===== config.mk =====
export PLATFORM = sky130hd
export DESIGN_NAME = tccs_queue
export DESIGN_NICKNAME = d
export VERILOG_FILES = /design/src/hw/rtl/tccs_pkg.sv /design/src/hw/rtl/tccs_queue.sv
export SDC_FILE = /design/constraint.sdc
export NUM_CORES = 1
export LEC_CHECK = 0
export ABC_AREA = 1
export BUFFER_PORTS_ARGS = -buffer_cell sky130_fd_sc_hd__buf_2
export CAP_MARGIN = 5
export CORE_MARGIN = 2
export CORE_UTILIZATION = 52
export DETAILED_ROUTE_END_ITERATION = 10
export GPL_TIMING_DRIVEN = 0
export PLACE_DENSITY = 0.85
export SYNTH_ARGS = -nofsm -noshare
export SYNTH_HDL_FRONTEND = slang
export SYNTH_SLANG_ARGS = --single-unit
export TNS_END_PERCENT = 20

===== constraint.sdc =====
create_clock -name i_clk -period 5.4 [get_ports i_clk]
set_input_delay 0.27 -clock i_clk [delete_from_list [all_inputs] [get_ports i_clk]]
set_output_delay 0.27 -clock i_clk [all_outputs]
set_load 0.01 [all_outputs]

===== src/hw/rtl/tccs_pkg.sv =====
`default_nettype none

package tccs_pkg;

    // fixed widths of the transaction fields
    localparam int REQ_W       = 2;
    localparam int CHAR_W      = 8;
    localparam int INDEX_W     = 11;
    localparam int CELL_W      = 16;
    localparam int CUR_ROW_W   = 6;
    localparam int CUR_COL_W   = 7;

    // internal cursor widths, sized for the largest supported screen
    // (row up to 2*128-1, column up to 256)
    localparam int ROW_W       = 8;
    localparam int COL_W       = 9;

    // widest cell address for the largest supported screen (256 x 128)
    localparam int ADDR_MAX_W  = 15;

    // cell encoding
    localparam logic [7:0]        ATTR_WHITE   = 8'h0F;
    localparam logic [CHAR_W-1:0] NEWLINE_CODE = 8'h0A;
    localparam logic [CELL_W-1:0] BLANK_CELL   = 16'h0F20;

    // request codes on the input channel
    typedef enum logic [REQ_W-1:0] {
        REQ_PUT   = 2'd0,
        REQ_CLEAR = 2'd1,
        REQ_READ  = 2'd2,
        REQ_NONE  = 2'd3
    } t_req;

    // work codes handed from the front to the back
    typedef enum logic [1:0] {
        CMD_NONE  = 2'd0,
        CMD_PUT   = 2'd1,
        CMD_CLEAR = 2'd2,
        CMD_READ  = 2'd3
    } t_cmd_op;

    // one classified request, with the cursor it leaves behind
    typedef struct packed {
        t_cmd_op                op;
        logic                   scroll;
        logic                   copy;
        logic [ADDR_MAX_W-1:0]  src_start;
        logic [ADDR_MAX_W-1:0]  blank_start;
        logic [ADDR_MAX_W-1:0]  wr_addr;
        logic [CHAR_W-1:0]      wr_char;
        logic [ADDR_MAX_W-1:0]  rd_addr;
        logic                   rd_ok;
        logic [CUR_ROW_W-1:0]   row;
        logic [CUR_COL_W-1:0]   col;
    } t_cmd;

    // one result transaction
    typedef struct packed {
        logic [CELL_W-1:0]    cell_data;
        logic [CUR_ROW_W-1:0] cursor_row;
        logic [CUR_COL_W-1:0] cursor_col;
    } t_result;

    // status from the back to the front
    typedef struct packed {
        logic init_busy;
    } t_back_status;

endpackage

`default_nettype wire


===== src/hw/rtl/tccs_queue.sv =====
`default_nettype none

module tccs_queue (
    input  wire logic           i_clk,
    input  wire logic           i_rst_n,
    input  wire logic           i_push,
    input  wire tccs_pkg::t_cmd i_data,
    output logic                o_ready,
    input  wire logic           i_pop,
    output logic                o_valid,
    output tccs_pkg::t_cmd      o_data
);

    tccs_pkg::t_cmd r_mem [2];
    logic           r_wr_ptr;
    logic           r_rd_ptr;
    logic [1:0]     r_count;

    assign o_ready = (r_count != 2'd2);
    assign o_valid = (r_count != 2'd0);
    assign o_data  = r_mem[r_rd_ptr];

    // entry storage
    always_ff @(posedge i_clk) begin
        if (i_push) begin
            r_mem[r_wr_ptr] <= i_data;
        end
    end

    // pointers and fill count
    always_ff @(posedge i_clk) begin
        if (!i_rst_n) begin
            r_wr_ptr <= 1'b0;
            r_rd_ptr <= 1'b0;
            r_count  <= 2'd0;
        end else begin
            if (i_push) begin
                r_wr_ptr <= !r_wr_ptr;
            end
            if (i_pop) begin
                r_rd_ptr <= !r_rd_ptr;
            end
            unique case ({i_push, i_pop})
                2'b10:   r_count <= r_count + 2'd1;
                2'b01:   r_count <= r_count - 2'd1;
                default: r_count <= r_count;
            endcase
        end
    end

endmodule

`default_nettype wire


Word-level counts from Yosys, hierarchy flattened
Memories as Yosys holds them, arrays and structs flattened. A register that Yosys moved wholly into a read port is not among the register bits.
Cells that the tools add are included.
- add/sub/neg operators: 2
- equal/unequal tests: 3
- muxes and demuxes: 5
- reductions and logical operators: 4
- operators with widths (kind ; number):
    1-bit 2-to-1 mux ; 4
    2-bit one-hot mux with 2 select lines ; 1
    2-bit nonzero test ; 2
    2-bit by 1-bit adder with 2-bit output, second input constant ; 1
    2-bit by 1-bit == test with 1-bit output, second input constant ; 1
    2-bit == test, second input constant ; 1
    1-bit logical NOT ; 2
    2-bit inequality test, second input constant ; 1
    2-bit by 1-bit subtractor with 2-bit output, second input constant ; 1
- bits in registers: 4
- bits in writable memories: 172
- input port bits: 90
- output and inout port bits: 88
- memories kept: 1
- memories (memory ; depth ; bits a word ; read ports ; clocked after Yosys merged registers in ; wr ports ; line ; text):
    r_mem ; 2 ; 86 ; 1 ; 1 ; 1 ; tccs_queue.sv:14 ; tccs_pkg::t_cmd r_mem [2];

Logic depth before layout (Yosys ltp)
- depth in word-level cells: 3
- mapped depth: 7
- mapped depth without buffers: 7

Worst setup path before layout
OpenSTA, ideal clock, no wires.
- path kind: in2reg
- start: input port i_push
- end: memory r_mem[0][0] in the netlist's numbering (enable)
- setup time: 533 ps
- arrival: 3933 ps
- data required time: 4867 ps
- path slack: 934 ps
- stages: 2
- path buffers: 0
- cells stage by stage: inv_1 -> nor2_1
- cells in the longest elaborated chain, start to end: 2
- ends and longest elaborated chain (what ; line ; text):
    from (decl) ; tccs_queue.sv:6 ; input wire logic i_push,
    1-bit 2-to-1 mux ; tccs_queue.sv:25 ; if (i_push) begin
    1-bit 2-to-1 mux (implied by the code) ; tccs_queue.sv:26 ; r_mem[r_wr_ptr] <= i_data;
    to (decl) ; tccs_queue.sv:14 ;
Every way passes these cells.

==> flow_summary_export.csv <==
group,metric,value,unit
status,run_status,"finished clean",
setup_path,setup.worst_path.end_class,"primary output",
setup_path,cp_data_required_time,5130,ps
finish,final_layout_size_suffix_gt1_share,59.4,%
global_route,wire_length_of_the_first_global_routing_pass,16600,µm
clocking,tritoncts,"done",
yosys,synth_compound_gate_area_share,0.151,%
yosys,net_count_after_synthesis,393,
yosys,muxShareOfSynthArea,16.9,%
yosys,synthMostInstantiatedCell,"sky130_fd_sc_hd__edfxtp_1",
routing,drt_drc_violations_left,0,
yosys,number_of_synthesized_flops_with_an_enable_pin,172,
finish,seqCellArea,0.00527,mm²
sta,fmax,524,MHz
setup_path,regToRegSetupSlack,3820,ps
yosys,yosys-top-cells-count,"sky130_fd_sc_hd__edfxtp_1 (172), sky130_fd_sc_hd__mux2_2 (46), sky130_fd_sc_hd__mux2_4 (40), sky130_fd_sc_hd__nor2_1 (10), sky130_fd_sc_hd__nand2_1 (9)",
yosys,ys_dominant_reg_cell,"sky130_fd_sc_hd__edfxtp_1",
yosys,synth_area,0.00664,mm²
power,p_per_area,374,mW/mm²
clocking,cts_made_buffers,17,
setup_path,cp_data_arrival_time,1640,ps
power,p_switching,0.000637,W
yosys,synth_simple_gate_area_share,1.26,%
setup_path,rr_startpoint,"r_wr_ptr",
global_route,grt_start_max_net_pins,62,
global_route,grt_use_total,16.7,%
sta,timing.final.hold_violations,0,
yosys,synth_top_area_cells,"sky130_fd_sc_hd__edfxtp_1 (78%), sky130_fd_sc_hd__mux2_4 (9.1%), sky130_fd_sc_hd__mux2_2 (7.8%)",
yosys,yosysUniqueCellTypes,16,
placement,number_of_placed_cells_counting_well_taps,655,
yosys,xor_xnor_share_of_the_synthesized_area,0,%
clocking,cts.sinks,177,
sta,tightest_slew,437,ps
power,comb_power_share,10.0,%
sta,clock-skew-final,7.05,ps
yosys,synth.yosys.warnings,0,
clocking,clock_path_buffers,2,
routing,route.antenna.remaining_nets,0,
yosys,synthArstFlopShare,0,%
clocking,post-cts-setup-buffer-count,0,
finish,num-nets-final,593,
global_route,grt_antenna_before_repair,2,
power,share_seq_of_total_power,51.0,%
yosys,synth_area_leader_cell,"sky130_fd_sc_hd__edfxtp_1",
setup_path,cp_max_fo,10,
sta,finalCritPeriodShare,35.4,%
yosys,synth_area_in_adders,0.189,%
clocking,post_cts.resized_instances,0,
routing,routed_via_density,4.92,
worst_hold_path,hold_class,"primary input to register",
setup_path,critPathLaunchType,"register",
flow_run,timing.max_cap.violations,0,
routing,detailroute.via_count,3383,
clocking,cts-root-buf,"sky130_fd_sc_hd__clkbuf_16",
yosys,ff_latch_count_synth,177,
routing,drtPass1Iterations,4,
routing,finalWirelength,11600,µm
floorplanning,fp.dieW,117,µm
clocking,h-tree-depth,4,
floorplanning,dieArea,0.0137,mm²
placement,place.port_buffers,177,
yosys,synthCells,302,
floorplanning,rows,41,
yosys,synth_top_family_by_area,"multiplexers",
routing,route.detailed.wl_per_inst,16.8,µm
yosys,share_of_the_synthesized_area_in_the_top_cell_type,77.8,%
sta,final_max_slew_viol_count,0,
floorplanning,floorplan.initialDensity,53.0,%
finish,layoutNonFillerInstCount,688,
floorplanning,core_area,0.0125,mm²
worst_hold_path,worst_hold_startpoint,"i_data[68]",
power,power_switching_share,20.2,%
sta,rsz0062_at_grt,"no",
sta,timing.final.crit_period,1910,ps
placement,detailedPlacementHpwl,7930,µm
finish,multi_input_gate_area_in_the_final_layout,0.00123,mm²
yosys,syn-mean-instance-area,22.0,µm²
finish,area_growth,27.3,%
yosys,synth_sequential_area_ratio,79.4,%
power,total_leakage_power,3.30,nW
floorplanning,num_io_pins,178,
global_route,grt_remaining_overflow,0,
power,p_int,0.00252,W
placement,finalWeightedCongestion,0.761,
floorplanning,vert_die_dim,117,µm
power,power.clock.fraction,39.1,%
finish,layout.filler_cells,852,
routing,first_iter_violations,186,
setup_path,critical_path_class,"register to primary output",
sta,setup_viol,0,
sta,worst_slack,3490,ps
sta,relSlewSlack,70.8,%
power,peakVddDrop,0.249,mV
clocking,insertion_delay,410,ps
sta,final.setup.tns,0,ps
clocking,cts_hold_buffers,0,
global_route,first_global_vias,3484,
placement,pre_cts_slack,3770,ps
clocking,path_clk_slew,60,ps
power groups by stage:
stage / registers, W / logic, W / clock network [W]
after detailed placement: 0.00164 / 0.000318 / 0
final: 0.00161 / 0.000315 / 0.00123
after global placement: 0.00164 / 0.000297 / 0
after global routing: 0.00161 / 0.000341 / 0.00131
after floorplan: 0.00164 / 0.000182 / 0
after CTS: 0.00161 / 0.000320 / 0.00126
logic make-up after synthesis:
| group | after synthesis |
|---|---|
| mux | 86 |
| fa+ha+maj | 1 |
| flops | 177 |
| buf+inv | 15 |
| simple gates | 21 |
| compound gates | 2 |
per-stage QoR:
step / total power [W] / utilization [%] / instance area (µm²) / hold WS [ps]
floorplan: 0.00182 / - / 6640 / 369
global placement: 0.00194 / 61.8 / 7740 / 458
detailed placement: 0.00195 / 62.6 / 7840 / 461
CTS: 0.00318 / 67.5 / 8440 / 20.0
global route: 0.00327 / 67.5 / 8450 / 14.5
finish: 0.00316 / 67.5 / 8450 / 40.5
critical path, stage by stage (launching register included):
cell                      delay (ps)
sky130_fd_sc_hd__dfxtp_1         320
sky130_fd_sc_hd__buf_6           110
sky130_fd_sc_hd__buf_2           260
sky130_fd_sc_hd__mux2_2          380
sky130_fd_sc_hd__buf_2           150
final cells by class:
type,instances,share of cell area [%]
Sequential cell,177,62.3
Clock buffer,21,5.21
Timing Repair Buffer,181,11.6
Buffer,10,1.50
Tap cell,172,2.55
Multi-Input combinational cell,110,14.6
Clock inverter,11,1.93
Antenna cell,1,0.0296
Inverter,5,0.252
sequential cells by signal (all words and copies together), names as in the netlist, named ones only:
name      count
r_rd_ptr      1
r_wr_ptr      1
r_mem       172
r_count       2
final timing paths:
| path | endpoint | depth (start not counted) |
|---|---|---|
| max reg2reg | r_mem[1][57] | 3 |
| min | r_mem[0][68] | 1 |
| max | o_data[14] | 4 |
| min reg2reg | r_rd_ptr | 2 |
layer usage:
layer  vias to the layer above  wire, µm  track usage [%]
met1                      1636      4430             17.9
met3                        14      1010             8.03
met5                         -        13                0
met4                         2       122             5.41
li1                       1587         -                -
met2                       144      6000             29.2
placed cells by master (no fill, tap or decap), types with 2 or more instances in the layout:
master,synthesis,final
sky130_fd_sc_hd__buf_2,4,181
sky130_fd_sc_hd__bufinv_16,0,4
sky130_fd_sc_hd__clkinv_1,0,2
sky130_fd_sc_hd__inv_1,5,4
sky130_fd_sc_hd__dfxtp_1,5,5
sky130_fd_sc_hd__clkbuf_16,0,17
sky130_fd_sc_hd__edfxtp_1,172,172
sky130_fd_sc_hd__mux2_4,40,40
sky130_fd_sc_hd__buf_16,0,2
sky130_fd_sc_hd__clkinvlp_4,0,4
sky130_fd_sc_hd__buf_12,4,6
sky130_fd_sc_hd__nor2_1,10,9
sky130_fd_sc_hd__clkbuf_1,0,4
sky130_fd_sc_hd__nand2_1,9,9
sky130_fd_sc_hd__mux2_2,46,46
Note: power is estimated with default switching activity, not from simulation.
