==> src/hw/rtl/tccs_pkg.sv <==
`default_nettype none

package tccs_pkg;

    // fixed widths of the transaction fields
    localparam int REQ_W       = 2;
    localparam int CHAR_W      = 8;
    localparam int INDEX_W     = 11;
    localparam int CELL_W      = 16;
    localparam int CUR_ROW_W   = 6;
    localparam int CUR_COL_W   = 7;

    // internal cursor widths, sized for the largest supported screen
    // (row up to 2*128-1, column up to 256)
    localparam int ROW_W       = 8;
    localparam int COL_W       = 9;

    // widest cell address for the largest supported screen (256 x 128)
    localparam int ADDR_MAX_W  = 15;

    // cell encoding
    localparam logic [7:0]        ATTR_WHITE   = 8'h0F;
    localparam logic [CHAR_W-1:0] NEWLINE_CODE = 8'h0A;
    localparam logic [CELL_W-1:0] BLANK_CELL   = 16'h0F20;

    // request codes on the input channel
    typedef enum logic [REQ_W-1:0] {
        REQ_PUT   = 2'd0,
        REQ_CLEAR = 2'd1,
        REQ_READ  = 2'd2,
        REQ_NONE  = 2'd3
    } t_req;

    // work codes handed from the front to the back
    typedef enum logic [1:0] {
        CMD_NONE  = 2'd0,
        CMD_PUT   = 2'd1,
        CMD_CLEAR = 2'd2,
        CMD_READ  = 2'd3
    } t_cmd_op;

    // one classified request, with the cursor it leaves behind
    typedef struct packed {
        t_cmd_op                op;
        logic                   scroll;
        logic                   copy;
        logic [ADDR_MAX_W-1:0]  src_start;
        logic [ADDR_MAX_W-1:0]  blank_start;
        logic [ADDR_MAX_W-1:0]  wr_addr;
        logic [CHAR_W-1:0]      wr_char;
        logic [ADDR_MAX_W-1:0]  rd_addr;
        logic                   rd_ok;
        logic [CUR_ROW_W-1:0]   row;
        logic [CUR_COL_W-1:0]   col;
    } t_cmd;

    // one result transaction
    typedef struct packed {
        logic [CELL_W-1:0]    cell_data;
        logic [CUR_ROW_W-1:0] cursor_row;
        logic [CUR_COL_W-1:0] cursor_col;
    } t_result;

    // status from the back to the front
    typedef struct packed {
        logic init_busy;
    } t_back_status;

endpackage

`default_nettype wire

==> src/hw/rtl/tccs_if.sv <==
`default_nettype none

// request channel
interface tccs_in_if;
    logic                          valid;
    logic                          ready;
    logic [tccs_pkg::REQ_W-1:0]    req_type;
    logic [tccs_pkg::CHAR_W-1:0]   char_code;
    logic [tccs_pkg::INDEX_W-1:0]  cell_index;

    modport source (output valid, output req_type, output char_code, output cell_index,
                    input ready);
    modport sink   (input valid, input req_type, input char_code, input cell_index,
                    output ready);
endinterface


`default_nettype wire

==> src/hw/rtl/tccs_front.sv <==
`default_nettype none

module tccs_front #(
    parameter int COLUMNS = 80,
    parameter int ROWS    = 25
) (
    input  wire logic                  i_clk,
    input  wire logic                  i_rst_n,
    tccs_in_if.sink                    i_in,
    input  wire tccs_pkg::t_back_status i_status,
    input  wire logic                  i_q_ready,
    output logic                       o_q_push,
    output tccs_pkg::t_cmd             o_q_data
);

    localparam int ROW_W      = tccs_pkg::ROW_W;
    localparam int COL_W      = tccs_pkg::COL_W;
    localparam int AMW        = tccs_pkg::ADDR_MAX_W;
    localparam int PROD_W     = AMW + 2;
    localparam int CELL_COUNT = COLUMNS * ROWS;

    localparam logic [ROW_W-1:0]  ROWS_C      = ROW_W'(ROWS);
    localparam logic [ROW_W-1:0]  ROW_LIMIT_C = ROW_W'(2 * ROWS - 1);
    localparam logic [COL_W-1:0]  COLS_C      = COL_W'(COLUMNS);
    localparam logic [PROD_W-1:0] CELLS_C     = PROD_W'(CELL_COUNT);

    logic [ROW_W-1:0]  r_row, n_row;
    logic [COL_W-1:0]  r_col, n_col;

    logic              w_accept;
    logic [ROW_W-1:0]  w_row_inc;
    logic              w_wrap;
    logic [ROW_W-1:0]  w_row_a;
    logic [COL_W-1:0]  w_col_a;
    logic              w_scroll;
    logic [ROW_W-1:0]  w_lines;
    logic [ROW_W-1:0]  w_put_row;
    logic [COL_W-1:0]  w_put_col;
    logic [PROD_W-1:0] w_wr_pos;
    logic [PROD_W-1:0] w_shift;
    logic [PROD_W-1:0] w_keep;
    logic              w_copy;
    logic              w_rd_ok;
    tccs_pkg::t_cmd    w_cmd;

    // hold off new requests while the store is swept after reset
    assign i_in.ready = i_q_ready && !i_status.init_busy;
    assign w_accept   = i_in.valid && i_in.ready;

    // next row, saturating where enough scrolls blank the whole screen
    assign w_row_inc = (r_row < ROW_LIMIT_C) ? r_row + 1'b1 : r_row;

    // wrap at the right edge, then fold excess rows into a scroll
    assign w_wrap    = (r_col >= COLS_C);
    assign w_row_a   = w_wrap ? w_row_inc : r_row;
    assign w_col_a   = w_wrap ? '0 : r_col;
    assign w_scroll  = (w_row_a >= ROWS_C);
    assign w_lines   = w_scroll ? (w_row_a - ROWS_C + 1'b1) : '0;
    assign w_put_row = w_scroll ? (ROWS_C - 1'b1) : w_row_a;
    assign w_put_col = w_scroll ? '0 : w_col_a;
    assign w_copy    = w_scroll && (w_lines < ROWS_C);

    // cell address of the write and the span moved by the scroll
    assign w_wr_pos = PROD_W'(w_put_row) * PROD_W'(COLUMNS) + PROD_W'(w_put_col);
    assign w_shift  = PROD_W'(w_lines) * PROD_W'(COLUMNS);
    assign w_keep   = CELLS_C - w_shift;

    // read range check
    assign w_rd_ok = (PROD_W'(i_in.cell_index) < CELLS_C);

    // classify the request and work out the cursor it leaves
    always_comb begin
        n_row             = r_row;
        n_col             = r_col;
        w_cmd.op          = tccs_pkg::CMD_NONE;
        w_cmd.scroll      = 1'b0;
        w_cmd.copy        = 1'b0;
        w_cmd.src_start   = AMW'(w_shift);
        w_cmd.blank_start = w_copy ? AMW'(w_keep) : '0;
        w_cmd.wr_addr     = AMW'(w_wr_pos);
        w_cmd.wr_char     = i_in.char_code;
        w_cmd.rd_addr     = AMW'(i_in.cell_index);
        w_cmd.rd_ok       = w_rd_ok;
        unique case (tccs_pkg::t_req'(i_in.req_type))
            tccs_pkg::REQ_PUT: begin
                if (i_in.char_code == tccs_pkg::NEWLINE_CODE) begin
                    n_row = w_row_inc;
                    n_col = '0;
                end else begin
                    w_cmd.op     = tccs_pkg::CMD_PUT;
                    w_cmd.scroll = w_scroll;
                    w_cmd.copy   = w_copy;
                    n_row        = w_put_row;
                    n_col        = w_put_col + 1'b1;
                end
            end
            tccs_pkg::REQ_CLEAR: begin
                w_cmd.op = tccs_pkg::CMD_CLEAR;
                n_row    = '0;
                n_col    = '0;
            end
            tccs_pkg::REQ_READ: begin
                w_cmd.op = tccs_pkg::CMD_READ;
            end
            tccs_pkg::REQ_NONE: begin
                w_cmd.op = tccs_pkg::CMD_NONE;
            end
            default: begin
                w_cmd.op = tccs_pkg::CMD_NONE;
            end
        endcase
        w_cmd.row = n_row[tccs_pkg::CUR_ROW_W-1:0];
        w_cmd.col = n_col[tccs_pkg::CUR_COL_W-1:0];
    end

    // cursor registers
    always_ff @(posedge i_clk) begin
        if (!i_rst_n) begin
            r_row <= '0;
            r_col <= '0;
        end else if (w_accept) begin
            r_row <= n_row;
            r_col <= n_col;
        end
    end

    assign o_q_push = w_accept;
    assign o_q_data = w_cmd;

endmodule

`default_nettype wire

==> src/flat_wrapper.sv <==
// flat-port wrapper written by rule: the top's interface ports become plain ports
module tccs_front_flat 
#(
    parameter int COLUMNS = 80,
    parameter int ROWS    = 25
)
  (i_clk, i_rst_n, i_status, i_q_ready, o_q_push, o_q_data, i_in_valid, i_in_req_type, i_in_char_code, i_in_cell_index, i_in_ready);
  tccs_in_if i_in_i ();
  input  wire logic i_clk;
  input  wire logic i_rst_n;
  input  wire tccs_pkg::t_back_status i_status;
  input  wire logic i_q_ready;
  output logic o_q_push;
  output tccs_pkg::t_cmd o_q_data;
  input wire logic [$bits(i_in_i.valid)-1:0] i_in_valid;
  input wire logic [$bits(i_in_i.req_type)-1:0] i_in_req_type;
  input wire logic [$bits(i_in_i.char_code)-1:0] i_in_char_code;
  input wire logic [$bits(i_in_i.cell_index)-1:0] i_in_cell_index;
  output wire logic [$bits(i_in_i.ready)-1:0] i_in_ready;
  assign i_in_i.valid = i_in_valid;
  assign i_in_i.req_type = i_in_req_type;
  assign i_in_i.char_code = i_in_char_code;
  assign i_in_i.cell_index = i_in_cell_index;
  assign i_in_ready = i_in_i.ready;
  tccs_front #(.COLUMNS(COLUMNS), .ROWS(ROWS)) u_core (.i_clk(i_clk), .i_rst_n(i_rst_n), .i_in(i_in_i), .i_status(i_status), .i_q_ready(i_q_ready), .o_q_push(o_q_push), .o_q_data(o_q_data));
endmodule
==> config.mk <==
export PLATFORM = sky130hd
export DESIGN_NAME = tccs_front_flat
export DESIGN_NICKNAME = d
export VERILOG_FILES = /design/src/hw/rtl/tccs_pkg.sv /design/src/hw/rtl/tccs_if.sv /design/src/hw/rtl/tccs_front.sv /design/src/flat_wrapper.sv
export SDC_FILE = /design/constraint.sdc
export NUM_CORES = 1
export LEC_CHECK = 0
export BUFFER_PORTS_ARGS = -buffer_cell sky130_fd_sc_hd__buf_2
export CORE_MARGIN = 5
export CORE_UTILIZATION = 45
export CTS_CLUSTER_DIAMETER = 120
export DETAILED_ROUTE_END_ITERATION = 12
export PLACE_DENSITY = 0.76
export SLEW_MARGIN = 20
export SYNTH_ARGS = -nofsm -noshare
export SYNTH_HDL_FRONTEND = slang
export SYNTH_SLANG_ARGS = --single-unit
==> constraint.sdc <==
create_clock -name i_clk -period 11.05 [get_ports i_clk]
set_input_delay 1.105 -clock i_clk [delete_from_list [all_inputs] [get_ports i_clk]]
set_output_delay 1.105 -clock i_clk [all_outputs]
set_load 0.02 [all_outputs]
* Word-level counts from Yosys, hierarchy flattened
Index checks and enable logic that the tools add are counted.
** Storage, ports and cells
- Bits in registers :: 17
- Input port bits :: 26
- Logic and storage cells :: 42
- Output and inout port bits :: 88
** Operators by class
- $add $sub $neg :: 6
- Reductions and logical operators :: 7
- $mul :: 2
- Equal/unequal tests :: 4
- Multiplexer cells :: 14
- Magnitude comparators :: 5
** Operator list (count)
- 8-bit 2-to-1 mux :: 5
- 9-bit 2-to-1 mux :: 3
- 8-bit by 3-bit multiplier with 11-bit output, second input constant :: 2
- 9-bit one-hot mux with 2 select lines :: 1
- 8-bit by 1-bit adder with 8-bit output, second input constant :: 2
- 8-bit one-hot mux with 2 select lines :: 1
- 15-bit by 9-bit adder with 15-bit output :: 1
- 15-bit 2-to-1 mux :: 1
- 11-bit by 15-bit subtractor with 15-bit output, first input constant :: 1
- 11-bit < comparator, second input constant :: 1
- 9-bit by 1-bit adder with 9-bit output, second input constant :: 1
- 9-bit by 7-bit >= comparator with 1-bit output, second input constant :: 1
- 8-bit by 4-bit == test with 1-bit output, second input constant :: 1
- 8-bit by 5-bit >= comparator with 1-bit output, second input constant :: 1
- 8-bit by 5-bit < comparator with 1-bit output, second input constant :: 1
- 8-bit by 6-bit < comparator with 1-bit output, second input constant :: 1
- 2-bit one-hot mux with 4 select lines :: 1
- 8-bit by 5-bit subtractor with 8-bit output, second input constant :: 1
- 2-bit == test, second input constant :: 2
- 1-bit logical AND :: 3
- 3-bit 2-to-1 mux :: 1
- 2-bit by 1-bit == test with 1-bit output, second input constant :: 1
- 2-bit zero test :: 1
- 2-bit 2-to-1 mux :: 1
- other kinds (3) :: 3

* Longest topological paths before layout
Gate-level depths: netlist of run 1.
- Depth after elaboration :: 10
- Gate-level depth with buffers :: 21
- Gate-level depth less buffers :: 19

* Worst setup path before layout of run 1
Ideal clock, no wire load.
- Kind :: reg2out
- From :: register u_core.r_row[0]
- To :: output o_q_data[64] (netlist bit)
- Path slack :: 4.949 ns
- Stages on the path, launching flop included :: 19
- Arrival time :: 4.996 ns
- Path buffers :: 2
- Data required time :: 9.945 ns
- Cell sequence :: dfxtp_1 -> clkbuf_1 -> inv_1 -> ha_1 -> or3b_4 -> a221oi_2 -> mux2_4 -> a221o_4 -> and2_1 -> buf_2 -> nor2_1 -> ha_1 -> ha_1 -> nor2b_1 -> o21ai_0 -> a21boi_0 -> a21oi_1 -> a211oi_1 -> nor3_1
** RTL lines
- start: declaration :: line tccs_front.sv:27 : logic [ROW_W-1:0] r_row, n_row;
- start signal: assignment :: line tccs_front.sv:122 : r_row <= n_row;
- end: declaration :: line flat_wrapper.sv:14 : output tccs_pkg::t_cmd o_q_data;

==> metrics.yaml, run 1 <==
portBuffers: 91
powerDensity_nw_per_um2: 45.4
worst_pin_slew_ns: 1.08
ys_top_cells_by_area: "ha_1, buf_4, dfxtp_1"
rsz0062_at_grt: "false"
drc: 0
min_period_ns: 6.48
cts_max_path_buffers: 2
dieArea_sq_um: 8630
synth_top_cells_by_count: "buf_4, nor2_1, nand2_1, a21oi_1, ha_1"
cts_tree: "built"
drv_slew: 0
synth.most_common_cell: "buf_4"
cp.arrival_ns: 5.37
setup_viol: 0
syn2layout_area_growth_pct: 8.05
nets: 536
hold_path_class: "flop to flop"
met2_usage_pct: 33.2
cpPeakStageDelay_ns: 0.48
final_antenna_net_count: 0
dr_total_vias: 3097
cts_max_level: 1
hold_buffers: 0
synth_cell_type_count: 71
gr-usage-met3_pct: 2.36
fillers: 688
antenna_cells: 0
ys.warnings.count: 0
holdPathStages: 1
grt_use_total_pct: 18.4
core_area_sq_um: 6760
tns_ns: 0
endpoint_kind: "output port"
netlist.top_cell.by_area: "ha_1"
cts_made_buffers: 3
final-seq-area_sq_um: 340
busiest_layer: "met2"
worstSkewPairLatency_ns: 0.26
cts.sinks: 17
drv_cap: 0
worstRegToRegCells: 14
ys.flop_type: "dfxtp_1"
power_w: 0.000152
final_hold_viol_count: 0
cp-start-kind: "flop"
crit_chain: "inv_1, ha_1, or3b_4, a221oi_2, mux2_4, a221o_4, and2_1, nor3_1, ha_1, inv_1, fa_1, nor2b_1, o21ai_0, a21boi_0, a21oi_1, a211oi_1, xor2_1, nor2_1, buf_2"
min_period_over_period_pct: 58.6
syn_area_per_cell_sq_um: 7.33
synthCells: 422
relSlewSlack_pct: 27.7
required_ns: 9.95
gr-usage-met1_pct: 22.8
synth-edff-count: 0
synth_seq_cells: 17
post_cts_buffers: 0
first_pass_iters: 4
antenna_found_initial: 0
grt_overflow: 0
dpl.hpwl_mm: 6.72
drtIter0Drc: 150
routed_wl_mm: 8.12
grt_max_degree: 12
drt-vias-per-instance: 5.58
fp-row-count: 30
async_flop_share_pct: 0
ctsResizeCount: 0
gp_congestion: 0.889
critical_path_class: "flop to output port"
wl_per_cell_um: 14.6
top_level_ports: 114
slowest_stage: "a221oi_2"
ir_drop_uv: 67.0
clock-root-buffer: "clkbuf_8"
grt_pass1_vias: 2867
die_x_um: 92.9
fin_worst_skew_ns: 0.00539
power.leakage_nw: 1.83
floorplan.initialDensity_pct: 45.8
drive_gt1_share_pct: 24.0
multiInputGateArea_sq_um: 2300
seq_area_frac_synth_pct: 11.0
path_clk_slew_ns: 0.07
die_h_um: 92.9
syn_area_sq_um: 3090
synth_top_area_share_pct: 12.5
status: "finished clean"
grt_pass1_wl_mm: 13.2
path_max_fanout: 11
timing.fmax_ghz: 0.154
-- sequential cells by signal (all words and copies together) (netlist names) --
register      flops
u_core.r_col      9
u_core.r_row      8
-- cell usage in the layout (no fill, tap or decap), types with 7 or more instances in the layout --
master,netlist,layout
buf_2,4,91
nor2_1,39,39
nand2_1,35,35
a21oi_1,32,32
ha_1,31,31
inv_1,23,23
xnor2_1,20,20
conb_1,1,19
dfxtp_1,17,17
nand3_1,14,14
and2_1,13,13
o21ai_0,12,12
and3_1,10,10
o21bai_1,7,7
xor2_1,7,7
-- report_power, final --
group / internal, W / leakage [nW] / total [W] / switching [W]
Clock: 0.0000256 / 0.0228 / 0.0000485 / 0.0000229
Sequential: 0.0000614 / 0.137 / 0.0000618 / 0.000000344
Combinational: 0.0000132 / 1.67 / 0.0000415 / 0.0000283
Total: 0.000100 / 1.83 / 0.000152 / 0.0000515
-- per-stage QoR --
stage / cell area [sq um] / worst slack, ns / hold WS, ns / instances / util, %
after floorplan: 3160 / 4.95 / 0.453 / 440 / -
after global placement: 3300 / 5.12 / 0.468 / 551 / 48.8
after detailed placement: 3300 / 4.84 / 0.469 / 551 / 48.8
after CTS: 3340 / 4.58 / 0.486 / 555 / 49.5
after global routing: 3340 / 4.17 / 0.520 / 555 / 49.5
final: 3340 / 4.57 / 0.487 / 555 / 49.5
-- cells by family after synthesis --
kind of cell,share of synthesized area (%)
simple gates,24.5
compound gates,23.4
buf+inv,16.7
fa+ha+maj,14.5
xor+xnor,8.69
flops,11.0
mux,1.13
other cells,0.121
-- worst max-delay path: cells and delay by family (launching register included) --
family | cells | cell delay, ns
compound gates | 6 | 1.86
xor+xnor | 1 | 0.18
fa+ha+maj | 3 | 0.78
buf+inv | 3 | 0.39
flops | 1 | 0.41
mux | 1 | 0.37
simple gates | 5 | 1.12
-- worst paths after layout --
check	slack, ns	from	to
min	0.49	u_core.r_col[7]	u_core.r_col[7]
max	4.57	u_core.r_row[0]	o_q_data[65]
min reg2reg	0.49	u_core.r_col[7]	u_core.r_col[7]
max reg2reg	7.04	u_core.r_row[0]	u_core.r_col[6]
-- metal layers --
metal / wire, um / vias to the layer above / part of all wire [%]
li1: - / 1526 / -
met1: 3450 / 1435 / 42
met2: 3940 / 128 / 48
met3: 647 / 8 / 8.0
met4: 90 / 0 / 1.1
met5: 0 / - / 0
-- cell type report --
type / instances / area share, %
clock buffer: 4 / 1.35
timing repair buffer: 92 / 13.8
sequential: 17 / 10.2
inverter: 24 / 2.69
tap: 80 / 2.99
multi-input combinational: 338 / 68.9
Power figures use the tool's default switching activity.
==> inputs of run 2 (changes only) <==
==> constraint.sdc (replaced) <==
create_clock -name i_clk -period 6.45 [get_ports i_clk]
set_input_delay 0.645 -clock i_clk [delete_from_list [all_inputs] [get_ports i_clk]]
set_output_delay 0.645 -clock i_clk [all_outputs]
set_load 0.02 [all_outputs]
==> metrics.yaml, run 2 (synthesized netlist as in run 1, its figures left out) <==
rr_endpoint: "u_core.r_col[6]"
grt_max_degree: 12  # unchanged
intPower_w: 0.000172  # +71%
wl_per_cell_um: 14.5  # -1.1%
timing.fmax_ghz: 0.167
drt-vias-per-instance: 5.51  # -1.3%
portBuffers: 91  # unchanged
fp-row-count: 30  # unchanged
min_period_ns: 5.97
fillers: 691  # +0.44%
crit_path_end: "o_q_data[65]"
largest-register: "u_core.r_col"
syn2layout_area_growth_pct: 8.29
rsz0062_at_grt: "false"
final_antenna_net_count: 0  # unchanged
drtIter0Drc: 181  # +21%
critical_path_class: "flop to output port"
tns_ns: 0  # unchanged
antenna_found_initial: 0  # unchanged
hold_buffers: 0  # unchanged
die_x_um: 92.9  # unchanged
worstPathBufferInverterCount: 3  # unchanged
first_pass_iters: 4  # unchanged
clock-root-buffer: "clkbuf_8"
setup_viol: 0  # unchanged
worst_pin_slew_ns: 0.722  # -0.355 ns
swShare_pct: 33.5  # -0.47 points
gp_congestion: 0.897  # +0.89%
power_w: 0.000258  # +70%
layout_commonest_cell: "buf_2"
hold_path_class: "flop to flop"
cpPeakStageDelay_ns: 0.47  # about the same
ctsResizeCount: 0  # unchanged
drv_slew: 0  # unchanged
cp.arrival_ns: 5.33  # -0.04 ns
cp-start-kind: "flop"
ir_drop_uv: 144  # +120%
dr_total_vias: 3061  # -1.2%
core_area_sq_um: 6760  # unchanged
min_period_over_period_pct: 92.6
grt_pass1_vias: 2928  # +2.1%
largest_reg_flops: 9  # unchanged
crit_chain: "inv_1, ha_1, or3b_4, a221oi_2, mux2_4, a221o_4, and2_1, nor3_1, ha_1, inv_1, fa_1, nor2b_1, o21ai_0, a21boi_0, a21oi_1, a211oi_1, xor2_1, nor2_1, buf_2"
final_cell_mix: "buf_2, nor2_1, nand2_1"
r2r-start: "u_core.r_row[0]"
post_cts_buffers: 0  # unchanged
worstRegToRegCells: 14  # unchanged
powerDensity_nw_per_um2: 77.1  # +70%
die_h_um: 92.9  # unchanged
fin_ws_ns: 0.477  # -4.09 ns
cts_max_path_buffers: 2  # unchanged
reg2reg_setup_slack_ns: 2.43  # -4.61 ns
cp_num_cells: 19  # unchanged
p_seq_share_pct: 41.0  # +0.3 points
hold_slack_ns: 0.485  # -0.00190 ns
dpl.hpwl_mm: 6.73  # about the same
path_max_fanout: 11  # unchanged
drv_cap: 0  # unchanged
power.leakage_nw: 1.83  # +0.23%
grt_overflow: 0  # unchanged
cts.sinks: 17  # unchanged
multiInputGateArea_sq_um: 2300  # unchanged
required_ns: 5.80  # -4.15 ns
crit_start: "u_core.r_row[0]"
crit_family: "compound AO/OA/AOI/OAI gates"
reg.largest.list: "u_core.r_col (9), u_core.r_row (8)"
pre_cts_ws_ns: 0.715  # -4.13 ns
switchingPower_w: 0.0000864  # +68%
pwr-share-clk_pct: 31.5  # -0.5 points
nets: 537  # +0.19%
endpoint_kind: "output port"
routed_wl_mm: 8.05  # -0.92%
path_clk_slew_ns: 0.07  # about the same
grt_use_total_pct: 18.7  # +0.31 points
dieArea_sq_um: 8630  # unchanged
cts_tree: "built"
cts_max_level: 1  # unchanged
slowest_stage: "a221oi_2"
top_level_ports: 114  # unchanged
p_comb_share_pct: 27.5  # +0.2 points
antenna_cells: 0  # unchanged
fin_worst_skew_ns: 0.00615  # +0.000758 ns
floorplan.initialDensity_pct: 45.8  # unchanged
drive_gt1_share_pct: 24.2  # +0.16 points
fin_util_pct: 49.6  # +0.11 points
worstSkewPairLatency_ns: 0.25  # about the same
final-seq-area_sq_um: 340  # unchanged
relSlewSlack_pct: 51.7  # +24 points
final_hold_viol_count: 0  # unchanged
status: "finished clean"
drc: 0  # unchanged
cts_made_buffers: 3  # unchanged
grt_pass1_wl_mm: 13.7  # +3.5%
[run 2: cell count changes in the layout (fill, tap and decap cells not counted), sizes merged]
cell  previous run  this run
buf             92        93
[run 2: cell type report]
type                            count  area share (%)
Multi-Input combinational cell    338            68.8
Timing Repair Buffer               93            14.0
Sequential cell                    17            10.2
Tap cell                           80            2.99
Inverter                           24            2.69
Clock buffer                        4            1.34
[run 2: metrics by stage]
step / cell area (sq um) / cells
3_3_place_gp: 3310 / 552
3_5_place_dp: 3310 / 552
6_report: 3350 / 556
5_1_grt: 3350 / 556
2_1_floorplan: 3160 / 440
4_1_cts: 3350 / 556
[run 2: worst min-delay path by stage]
stage | start | to | slack, ns | depth (start not counted)
2_1_floorplan | u_core.r_col[7] | u_core.r_col[7] | 0.45 | 1
3_3_place_gp | u_core.r_col[7] | u_core.r_col[7] | 0.47 | 1
3_5_place_dp | u_core.r_col[8] | u_core.r_col[8] | 0.47 | 1
4_1_cts | u_core.r_col[8] | u_core.r_col[8] | 0.49 | 1
5_1_grt | u_core.r_col[8] | u_core.r_col[8] | 0.50 | 1
6_report | u_core.r_col[7] | u_core.r_col[7] | 0.49 | 1
[run 2: per-layer routing]
| layer | vias up | part of all wire (%) | track usage, % |
|---|---|---|---|
| met4 | 0 | 0.60 | 3.17 |
| met1 | 1391 | 43 | 24.4 |
| met3 | 6 | 7.9 | 2.03 |
| met5 | - | 0 | 0 |
| met2 | 135 | 49 | 33.4 |
| li1 | 1529 | - | - |
[run 2: power by group through the flow]
stage / Clock, W / Sequential [W] / Combinational (W)
after floorplan: 0 / 0.000108 / 0.0000654
after global placement: 0 / 0.000108 / 0.0000693
after detailed placement: 0 / 0.000108 / 0.0000703
after CTS: 0.0000831 / 0.000106 / 0.0000704
after global routing: 0.0000897 / 0.000106 / 0.0000782
final: 0.0000814 / 0.000106 / 0.0000710
==> inputs of run 3 (changes only) <==
--- a/config.mk
+++ b/config.mk
@@ -10,8 +10,8 @@
 export CORE_UTILIZATION = 45
 export CTS_CLUSTER_DIAMETER = 120
 export DETAILED_ROUTE_END_ITERATION = 12
-export PLACE_DENSITY = 0.76
-export SLEW_MARGIN = 20
+export PLACE_DENSITY = 0.79
+export SLEW_MARGIN = 10
 export SYNTH_ARGS = -nofsm -noshare
 export SYNTH_HDL_FRONTEND = slang
 export SYNTH_SLANG_ARGS = --single-unit
==> constraint.sdc (replaced) <==
create_clock -name i_clk -period 4.8 [get_ports i_clk]
set_input_delay 0.48 -clock i_clk [delete_from_list [all_inputs] [get_ports i_clk]]
set_output_delay 0.48 -clock i_clk [all_outputs]
set_load 0.02 [all_outputs]
==> metrics.yaml, run 3 (synthesized netlist as in run 1, its figures left out) <==
fin_ws_ns: -0.0475  # -0.524 ns
drv_slew: 0  # unchanged
path_clk_slew_ns: 0.07  # about the same
fp-row-count: 30  # unchanged
powerDensity_nw_per_um2: 86.9  # +13%
multiInputGateArea_sq_um: 2710  # +18%
first_pass_iters: 5  # +1
min_period_ns: 4.85
drv_cap: 0  # unchanged
worst_pin_slew_ns: 0.799  # +0.0764 ns
dieArea_sq_um: 8630  # unchanged
portBuffers: 91  # unchanged
status: "finished, violations left"
final_antenna_net_count: 0  # unchanged
grt_overflow: 0  # unchanged
final_hold_viol_count: 0  # unchanged
drive_gt1_share_pct: 40.3  # +16 points
path_max_fanout: 8  # -3
pre_cts_ws_ns: -0.0255  # -0.741 ns
wl_per_cell_um: 15.8  # +9.1%
relSlewSlack_pct: 46.6  # -5.1 points
power.leakage_nw: 2.09  # +14%
setup_viol: 1  # +1
worstSkewPairLatency_ns: 0.25  # about the same
cts_made_buffers: 3  # unchanged
hold_buffers: 0  # unchanged
die_h_um: 92.9  # unchanged
hold_path_class: "flop to flop"
r2r-start: "u_core.r_row[0]"
antenna_found_initial: 0  # unchanged
reg.largest.list: "u_core.r_col (9), u_core.r_row (8)"
critical_path_class: "flop to output port"
grt_use_total_pct: 19.1  # +0.44 points
required_ns: 4.32  # -1.48 ns
grt_pass1_wl_mm: 13.9  # +1.4%
reg2reg_setup_slack_ns: 1.20  # -1.23 ns
timing.fmax_ghz: 0.206
drc: 0  # unchanged
die_x_um: 92.9  # unchanged
crit_start: "u_core.r_row[0]"
clock-root-buffer: "clkbuf_8"
fillers: 560  # -19%
rr_endpoint: "u_core.r_col[6]"
final-seq-area_sq_um: 349  # +2.6%
min_period_over_period_pct: 101
crit_path_end: "o_q_data[65]"
worstRegToRegCells: 16  # +2
gp_congestion: 0.941  # +4.9%
final_cell_mix: "buf_2, buf_4, nand2_1"
grt_pass1_vias: 3009  # +2.8%
top_level_ports: 114  # unchanged
power_w: 0.000352  # +36%
core_area_sq_um: 6760  # unchanged
cts_max_level: 1  # unchanged
rsz0062_at_grt: "true"
cts_tree: "built"
nets: 570  # +6.1%
antenna_cells: 0  # unchanged
layout_commonest_cell: "buf_2"
floorplan.initialDensity_pct: 45.8  # unchanged
grt_max_degree: 12  # unchanged
drt-vias-per-instance: 5.68  # +3.2%
routed_wl_mm: 9.30  # +16%
largest-register: "u_core.r_col"
syn2layout_area_growth_pct: 30.9
dpl.hpwl_mm: 6.91  # +2.7%
cts.sinks: 17  # unchanged
dr_total_vias: 3345  # +9.3%
fin_worst_skew_ns: 0.00544  # -0.000711 ns
drtIter0Drc: 272  # +50%
failed_checks: "setup timing"
cp.arrival_ns: 4.37  # -0.96 ns
endpoint_kind: "output port"
ir_drop_uv: 81.0  # -44%
cts_max_path_buffers: 2  # unchanged
cp-start-kind: "flop"
largest_reg_flops: 9  # unchanged
==> run 3: changes by cell type in the layout (fill, tap and decap cells not counted), sizes merged <==
cell    change
buf        +33
clkbuf      -1
clkinv      +1
==> run 3: worst max-delay path, cell delays in order (launching register included) <==
cell      delay (ns)
dfxtp_4         0.37
inv_6           0.07
ha_4            0.12
or3b_4          0.39
a221oi_4        0.27
mux2_4          0.36
a221o_4         0.39
and2_4          0.20
nor3_4          0.12
ha_2            0.21
inv_2           0.04
fa_2            0.34
nor2b_2         0.13
o21ai_2         0.08
a21boi_2        0.14
buf_4           0.14
a21oi_4         0.04
a211oi_4        0.29
xor2_1          0.21
nor2_2          0.06
buf_6           0.14
==> run 3: layer usage <==
layer / vias up / wire length, um / track usage, %
li1: 1593 / - / -
met1: 1572 / 3890 / 25.1
met2: 166 / 4650 / 33.7
met3: 14 / 633 / 2.27
met4: 0 / 126 / 3.54
met5: - / 0 / 0
==> run 3: cell type report <==
class	count	share of cell area, %
tap	80	2.47
timing repair buffer	126	18.5
inverter	24	2.41
multi-input combinational	338	66.9
clock buffer	3	1.02
sequential	17	8.62
clock inverter	1	0.124
==> run 3: power by group <==
group	switching, W	total (W)	leakage (nW)	internal, W
registers	0.000000657	0.000141	0.139	0.000140
logic	0.0000679	0.000102	1.92	0.0000344
clock network	0.0000513	0.000109	0.0255	0.0000576
==> run 3: worst min-delay path by stage <==
stage	startpoint	end	slack (ns)	cells after the start
finish	u_core.r_col[8]	u_core.r_col[8]	0.48	1
global route	u_core.r_col[7]	u_core.r_col[7]	0.51	1
CTS	u_core.r_col[8]	u_core.r_col[8]	0.49	1
detailed placement	u_core.r_col[8]	u_core.r_col[8]	0.47	1
global placement	u_core.r_col[7]	u_core.r_col[7]	0.47	1
floorplan	u_core.r_col[7]	u_core.r_col[7]	0.45	1
==> run 3: stage by stage <==
stage | utilization [%] | instance area (sq um) | instances | TNS (ns) | hold WS [ns]
floorplan | - | 3370 | 440 | -0.0359 | 0.453
global placement | 53.3 | 3600 | 566 | 0 | 0.466
detailed placement | 53.3 | 3600 | 566 | -0.0255 | 0.472
CTS | 57.1 | 3860 | 584 | -0.140 | 0.486
global route | 60.0 | 4050 | 589 | -0.746 | 0.509
finish | 60.0 | 4050 | 589 | -0.0475 | 0.485
==> run 3: repair_timing <==
| item | CTS | global route |
|---|---|---|
| pin swaps | 20 | 12 |
| buffers inserted | 14 | 6 |
| cloned | 0 | 0 |
| gates resized for setup | 29 | 28 |
| setup endpoints to repair | 9 | 9 |
